[config.mk]
export PLATFORM = sky130hd
export DESIGN_NAME = ebjp_ctrl
export DESIGN_NICKNAME = d
export VERILOG_FILES = /design/src/ebjp_pkg.sv /design/src/ebjp_ctrl.sv
export SDC_FILE = /design/constraint.sdc
export NUM_CORES = 1
export LEC_CHECK = 0
export BUFFER_PORTS_ARGS = -buffer_cell sky130_fd_sc_hd__buf_2
export CAP_MARGIN = 20
export CORE_MARGIN = 3
export CORE_UTILIZATION = 30
export DETAILED_ROUTE_END_ITERATION = 10
export REMOVE_ABC_BUFFERS = 1
export SLEW_MARGIN = 20
export SYNTH_ARGS = -nofsm -noshare
export SYNTH_HDL_FRONTEND = slang
export SYNTH_SLANG_ARGS = --single-unit
[constraint.sdc]
create_clock -name i_clk -period 1.7 [get_ports i_clk]
set_input_delay 0.34 -clock i_clk [delete_from_list [all_inputs] [get_ports i_clk]]
set_output_delay 0.34 -clock i_clk [all_outputs]
set_load 0.02 [all_outputs]
[src/ebjp_pkg.sv]
package ebjp_pkg;

    localparam int WAIT_DEPTH_DEF = 64;
    localparam int RUN_DEPTH_DEF  = 64;

    // Operation codes
    localparam logic [1:0] OP_ADD_WAIT = 2'd0;
    localparam logic [1:0] OP_ADD_RUN  = 2'd1;
    localparam logic [1:0] OP_DEL_RUN  = 2'd2;
    localparam logic [1:0] OP_PICK     = 2'd3;

    // Result status codes
    localparam logic [1:0] ST_DONE      = 2'd0;
    localparam logic [1:0] ST_FULL      = 2'd1;
    localparam logic [1:0] ST_NOT_FOUND = 2'd2;

    // Wait order policies (anything else is arrival order)
    localparam logic [1:0] POL_SJF = 2'd1;
    localparam logic [1:0] POL_LJF = 2'd2;

    // Register select, taken from paddr[2]
    localparam logic REG_POLICY = 1'b0;
    localparam logic REG_MODE   = 1'b1;

    typedef struct packed {
        logic [1:0]  op;
        logic [23:0] job_id;
        logic [15:0] job_nodes;
        logic [39:0] event_time;
        logic [31:0] limit_time;
        logic [31:0] actual_duration;
        logic [15:0] idle_nodes;
    } t_in;

    typedef struct packed {
        logic [1:0]  status;
        logic        picked_valid;
        logic [23:0] picked_job;
        logic        picked_by_backfill;
        logic [39:0] reservation_time;
    } t_out;

    // One stored job: submit time for waiting jobs, start time for running jobs
    typedef struct packed {
        logic [23:0] job;
        logic [39:0] tstamp;
        logic [15:0] need;
        logic [31:0] limit;
        logic [31:0] actual;
    } t_entry;

    typedef enum logic [4:0] {
        S_IDLE,
        S_DISPATCH,
        S_ADD,
        S_FIND_RD,
        S_FIND_EV,
        S_RUN_WR,
        S_HEAD_RD,
        S_HEAD_EV,
        S_HEAD_DEC,
        S_RO_RD,
        S_RO_EV,
        S_RI_RD,
        S_RI_EV,
        S_RO_END,
        S_RES,
        S_BF_RD,
        S_BF_EV,
        S_BF_DEC,
        S_COMMIT,
        S_RECLAIM,
        S_OUT
    } t_state;

    // Controller to datapath commands
    typedef struct packed {
        logic load;
        logic wait_wr;
        logic find_ev;
        logic run_wr;
        logic head_ev;
        logic ro_ev;
        logic ri_ev;
        logic ro_end;
        logic res_fin;
        logic bf_ev;
        logic commit;
        logic reclaim;
        logic out_ld;
    } t_cmd;

    // Datapath to controller status
    typedef struct packed {
        logic [1:0] op;
        logic       span_zero;
        logic       k_last;
        logic       j_last;
        logic       i_last;
        logic       have_head;
        logic       head_fits;
        logic       ro_ok;
        logic       bf_found;
        logic       reclaim_done;
        logic       out_free;
    } t_stat;

endpackage

[src/ebjp_ctrl.sv]
module ebjp_ctrl (
    input  logic             i_clk,
    input  logic             i_rst_n,
    input  logic             i_in_valid,
    output logic             o_in_stall,
    input  ebjp_pkg::t_stat  i_stat,
    output ebjp_pkg::t_cmd   o_cmd
);
    import ebjp_pkg::*;

    t_state r_state;
    t_state n_state;

    // State register
    always_ff @(posedge i_clk) begin
        if (!i_rst_n) begin
            r_state <= S_IDLE;
        end else begin
            r_state <= n_state;
        end
    end

    // Next state
    always_comb begin
        n_state = r_state;
        unique case (r_state)
            S_IDLE:     if (i_in_valid) n_state = S_DISPATCH;
            S_DISPATCH: begin
                unique case (i_stat.op)
                    OP_ADD_WAIT: n_state = S_ADD;
                    OP_ADD_RUN,
                    OP_DEL_RUN:  n_state = S_FIND_RD;
                    default:     n_state = i_stat.span_zero ? S_OUT : S_HEAD_RD;
                endcase
            end
            S_ADD:      n_state = S_OUT;
            S_FIND_RD:  n_state = S_FIND_EV;
            S_FIND_EV:  n_state = i_stat.j_last ? S_RUN_WR : S_FIND_RD;
            S_RUN_WR:   n_state = S_OUT;
            S_HEAD_RD:  n_state = S_HEAD_EV;
            S_HEAD_EV:  n_state = i_stat.k_last ? S_HEAD_DEC : S_HEAD_RD;
            S_HEAD_DEC: begin
                priority if (!i_stat.have_head) n_state = S_OUT;
                else if (i_stat.head_fits)      n_state = S_COMMIT;
                else                            n_state = S_RO_RD;
            end
            S_RO_RD:    n_state = S_RO_EV;
            S_RO_EV:    n_state = i_stat.ro_ok ? S_RI_RD : S_RO_END;
            S_RI_RD:    n_state = S_RI_EV;
            S_RI_EV:    n_state = i_stat.j_last ? S_RO_END : S_RI_RD;
            S_RO_END:   n_state = i_stat.i_last ? S_RES : S_RO_RD;
            S_RES:      n_state = S_BF_RD;
            S_BF_RD:    n_state = S_BF_EV;
            S_BF_EV:    n_state = i_stat.k_last ? S_BF_DEC : S_BF_RD;
            S_BF_DEC:   n_state = i_stat.bf_found ? S_COMMIT : S_OUT;
            S_COMMIT:   n_state = S_RECLAIM;
            S_RECLAIM:  if (i_stat.reclaim_done) n_state = S_OUT;
            S_OUT:      if (i_stat.out_free) n_state = S_IDLE;
            default:    n_state = S_IDLE;
        endcase
    end

    // Commands
    always_comb begin
        o_cmd         = '0;
        o_in_stall    = 1'b1;
        unique case (r_state)
            S_IDLE: begin
                o_in_stall = 1'b0;
                o_cmd.load = i_in_valid;
            end
            S_ADD:     o_cmd.wait_wr = 1'b1;
            S_FIND_EV: o_cmd.find_ev = 1'b1;
            S_RUN_WR:  o_cmd.run_wr  = 1'b1;
            S_HEAD_EV: o_cmd.head_ev = 1'b1;
            S_RO_EV:   o_cmd.ro_ev   = 1'b1;
            S_RI_EV:   o_cmd.ri_ev   = 1'b1;
            S_RO_END:  o_cmd.ro_end  = 1'b1;
            S_RES:     o_cmd.res_fin = 1'b1;
            S_BF_EV:   o_cmd.bf_ev   = 1'b1;
            S_COMMIT:  o_cmd.commit  = 1'b1;
            S_RECLAIM: o_cmd.reclaim = !i_stat.reclaim_done;
            S_OUT:     o_cmd.out_ld  = i_stat.out_free;
            default: ;
        endcase
    end

endmodule

; ---- After elaboration in Yosys (flattened, before gate mapping)
; Index checks and enable logic that the tools add are counted.
[word_totals]
reg_bits = 5
latch_bits = 0
mem_bits_rw = 0
romBits = 0
input_bits = 15
out_inout_bits = 14
wordCells = 61
n_memories = 0
[op_classes]
add_sub_neg = 0
multipliers = 0
div = 0
magnitude_cmp = 0
eq_ne = 25
shifts = 0
mux = 29
bitwise = 0
n_reduce_logical = 6
[ops]
columns = cell, n
row1 = 5-bit case mux with 20 select lines, 1
row2 = "5-bit by 4-bit == test with 1-bit output, second input constant", 8
row3 = 5-bit two-way mux, 7
row4 = "5-bit == test, second input constant", 5
row5 = "5-bit by 3-bit == test with 1-bit output, second input constant", 4
row6 = 3-bit two-way mux, 5
row7 = 1-bit two-way mux, 14
row8 = "5-bit by 2-bit == test with 1-bit output, second input constant", 2
row9 = 5-bit case mux with 2 select lines, 1
row10 = "2-bit inequality test, second input constant", 3
row11 = "5-bit by 1-bit == test with 1-bit output, second input constant", 1
row12 = 5-bit zero test, 1
row13 = 4-bit two-way mux, 1
row14 = 2-bit OR reduction, 2
row15 = 3-bit AND reduction, 1
row16 = "2-bit by 1-bit == test with 1-bit output, second input constant", 1
row17 = "2-bit == test, second input constant", 1
row18 = 2-bit zero test, 1
row19 = 1-bit zero test, 1

; ---- Depth between registers and ports, before layout
[depth]
ltp_word = 4
ltp_mapped = 7
ltp_nobuf = 6

; ---- Worst setup path before layout
; OpenSTA, ideal clock, no wires.
[synth_path]
kind = register to output
startpoint = register r_state[4]
endpoint = output o_cmd[7] (netlist bit)
arrival_ns = 1.334
t_required_ns = 1.360
slack_ns = 0.026
path_stages_with_launch = 4
n_path_buf = 2
path_cell_list = dfxtp_1 -> buf_6 -> buf_2 -> nor4_1
[synth_lines]
columns = element, line
row1 = start: declaration, ebjp_ctrl.sv:11  ; t_state r_state;
row2 = start signal: assignment, ebjp_ctrl.sv:19  ; r_state <= n_state;
row3 = end: declaration, ebjp_ctrl.sv:7  ; output ebjp_pkg::t_cmd o_cmd

; ---- Final worst setup path
[layout_path]
startpoint = register r_state[3]
endpoint = output o_in_stall
[layout_via]
elab_chain_cells = 2
[layout_lines]
columns = element, line
row1 = 5-bit zero test, ebjp_ctrl.sv:67  ; unique case (r_state)
row2 = 1-bit two-way mux, ebjp_ctrl.sv:67
row3 = end: declaration, ebjp_ctrl.sv:5  ; output logic o_in_stall,
; Every way passes these cells.

==> flow_summary_export.csv <==
group,metric,value,unit
run_status,status,"complete, no violations",
power_and_ir_drop,power_frac_seq,12.8,%
logic_synthesis,postSynth.asyncResetShare,0,%
worst_setup_path,cp_cell_sequence,"buf_12 > nor3_4 > buf_4 > nand2_1 > buf_2",
place,dp.cells,174,
logic_synthesis,yosysTopAreaCellShare,11.7,%
timing,maxSlewViolCount,0,
hold_path,hold_class,"input pin to flip-flop",
clock_network,cts_root_buf,"clkbuf_4",
final_layout,reg_top3,"r_state: 5 flops",
final_layout,top_register,"r_state",
clock_network,cts_tree,"done",
detailed_routing,routedWlPerCell,14.2,um
logic_synthesis,synth_edf_count,0,
logic_synthesis,yosys-top-cells-count,"nor2_1, nand2_1, a21oi_1, nor3_1",
timing,hold_viol_final,0,
worst_setup_path,crit_start,"r_state[3]$_SDFFE_PN0P_",
clock_network,cts_made_buffers,3,
timing,post-route-period-util,98.0,%
detailed_routing,drt-total-wl,2660,um
logic_synthesis,synthesis.instances,119,
power_and_ir_drop,power_density,1420,nW/um^2
global_route,grt_max_degree,31,
final_layout,multi_input_area,667,um^2
power_and_ir_drop,clkPwrFrac,8.1,%
floorplanning,pin_count,29,
timing,fin_skew,0.00100,ns
final_layout,drive_gt1_share,43.9,%
power_and_ir_drop,ir_worst_vdd,0.000677,V
logic_synthesis,synth-seq-cells,5,
logic_synthesis,synthAdderAreaFrac,1.47,%
logic_synthesis,synth_simple_gate_area_share,40.2,%
power_and_ir_drop,finalPower,1.68,mW
timing,holdWs,0.342,ns
worst_setup_path,worstPathRequired,1.36,ns
final_layout,area_delta_synth_final,38.8,%
timing,layout_min_cycle_time,1.67,ns
global_route,antenna_found_initial,0,
clock_network,cts_hold_buffers,0,
final_layout,fin_nets,174,
power_and_ir_drop,p_leak,0.483,nW
timing,rsz0062_at_grt,"true",
logic_synthesis,synth.area.mux_share,2.35,%
logic_synthesis,synth.most_common_cell,"nor2_1",
timing,finalSetupViolations,0,
clock_network,clock_latency,0.24,ns
logic_synthesis,netlist_area,852,um^2
worst_setup_path,rr_startpoint,"r_state[0]$_SDFFE_PN0P_",
logic_synthesis,synth_top_family_by_area,"simple AND/OR/NAND/NOR gates",
detailed_routing,ant_nets,0,
final_layout,register_area,106,um^2
floorplanning,core_area,2590,um^2
logic_synthesis,synthTopCellsByArea,"dfxtp_1, buf_6, nor2_1",
timing,slew_headroom,78.2,%
worst_setup_path,cp_max_fo,12,
floorplanning,die_height,59.3,um
clock_network,cts_sinks,5,
worst_setup_path,crit_arrival,1.33,ns
logic_synthesis,synth.distinct_cells,43,
power_and_ir_drop,sw_frac_of_total,49.0,%
detailed_routing,dr_total_vias,1030,
hold_path,hold_depth,2,
detailed_routing,dr.pass1.iters,4,
final_layout,largest_reg_flops,5,
floorplanning,die_w,59.3,um
logic_synthesis,yosysTopAreaCell,"dfxtp_1",
final_layout,final_cells,187,
global_route,grt_usage,15.3,%
clock_network,path_clk_slew,0.04,ns
worst_setup_path,critPathKind,"flip-flop to output port",
worst_setup_path,critPathCaptureType,"output port",
floorplanning,die_area,3520,um^2
worst_setup_path,crit_path_top_delay_cell,"dfxtp_2",
logic_synthesis,synth_xor_area_share,0,%
power_and_ir_drop,p_switching,0.822,mW
logic_synthesis,yosysSeqAreaShare,11.7,%
hold_path,min_from,"i_rst_n",
detailed_routing,drtIter0Drc,18,
floorplanning,row_count,18,
logic_synthesis,synth_ff_type,"dfxtp_1",
worst_setup_path,r2r_cells,7,
worst_setup_path,cpLargestDelayFamily,"buffers and inverters",
detailed_routing,drc_errors,0,
place,portBuffers,28,
global_route,grt_pass1_wl,4200,um
worst_setup_path,worstPathBufferInverterCount,3,
place,gp_congestion,0.888,
final_layout,num_antenna_cells,0,
power_and_ir_drop,p_int,0.854,mW
global_route,grt_overflow,0,
detailed_routing,viasPerCell,5.51,
floorplanning,start_util,32.9,%
global_route,grt_pass1_vias,906,
logic_synthesis,post_synth.cell_area_avg,7.16,um^2
worst_setup_path,crit_path_max_incr_delay,0.33,ns
clock_network,cts.path.max_buffers,2,
clock_network,htreeDepth,1,
timing,fmax,600,MHz
worst_setup_path,cp.depth,5,
final_layout,fill_cells,262,
logic_synthesis,synth-compound-area-share,30.5,%
logic_synthesis,yosysWarnings,0,
timing,worst_pin_slew,0.324,ns
flow_run,maxCapViolations,0,
power_and_ir_drop,pwr-share-comb,79.1,%
worst_setup_path,startpoint_type,"flip-flop",
place,dp_hpwl,1920,um
-- final cells by class --
type | count | share of cell area (%)
Inverter | 5 | 1.59
Clock buffer | 4 | 2.22
Sequential cell | 5 | 8.99
Timing Repair Buffer | 45 | 27.6
Tap cell | 30 | 3.17
Multi-Input combinational cell | 98 | 56.4
-- worst paths after layout --
path	end	slack (ns)
max	o_in_stall	0.03
min	r_state[2]$_SDFFE_PN0P_	0.34
max reg2reg	r_state[2]$_SDFFE_PN0P_	0.17
min reg2reg	r_state[0]$_SDFFE_PN0P_	0.73
-- power groups by stage --
stage | clock network [mW] | logic [mW] | registers [mW]
floorplan | 0 | 0.608 | 0.346
global placement | 0 | 1.12 | 0.206
detailed placement | 0 | 1.12 | 0.206
CTS | 0.141 | 1.14 | 0.210
global route | 0.150 | 1.45 | 0.219
finish | 0.136 | 1.33 | 0.215
-- metrics by stage --
step           TNS (ns)  setup slack [ns]  util, %  cell area, um^2
3_5_place_dp          0             0.183     39.3             1020
6_report              0            0.0346     45.7             1180
4_1_cts         -0.0134           -0.0134     40.8             1060
2_1_floorplan    -0.563            -0.280        -              754
3_3_place_gp          0             0.205     39.3             1020
5_1_grt          -0.190           -0.0480     45.7             1180
-- worst reg2reg max path: cells and delay by family, from the launching register on --
family                 cells  cell delay [ns]
buffers and inverters      2             0.27
and+or+nand+nor            1             0.06
AOI/OAI and AO/OA          4             0.75
DFF                        1             0.36
-- routing by layer --
metal | wire length (um) | GRT usage [%]
met4 | 0 | 5.50
met1 | 1220 | 21.9
met3 | 144 | 1.74
met2 | 1300 | 23.2
met5 | 0 | 0
-- layout by cell type (no fill, tap or decap), types with 2 or more instances in the layout --
cell and n:
mux2i_1 2, nand2_2 2, nor3_2 3, dfxtp_2 2, a21oi_1 8, nand2_1 10
a31oi_1 2, nand4_1 2, a41oi_1 2, buf_2 23, clkbuf_4 3, o21a_1 3
nand2b_2 3, nor3_1 4, buf_6 3, nand3_1 2, buf_4 15, and3_1 2
o22a_1 2, inv_1 5, nor3b_1 3, nand2b_1 3, nor2b_1 4, buf_12 3
nand3b_1 2, dfxtp_1 2, o21ai_0 6, nor2_1 11
-- cell families (layout without fill, tap and decap cells) --
group	Yosys count	in the layout
simple gates	60	60
flops	5	5
compound gates	35	35
mux	2	2
buf+inv	16	54
fa+ha+maj	1	1
-- repair_timing --
action / 4_1_cts / 5_1_grt
cloned: 0 / 0
endpoints found under the setup margin: 6 / 10
gates resized for setup: 6 / 17
buffers inserted: 0 / 9
pin swaps: 2 / 6
No activity file was read; power rests on OpenSTA's default activity.
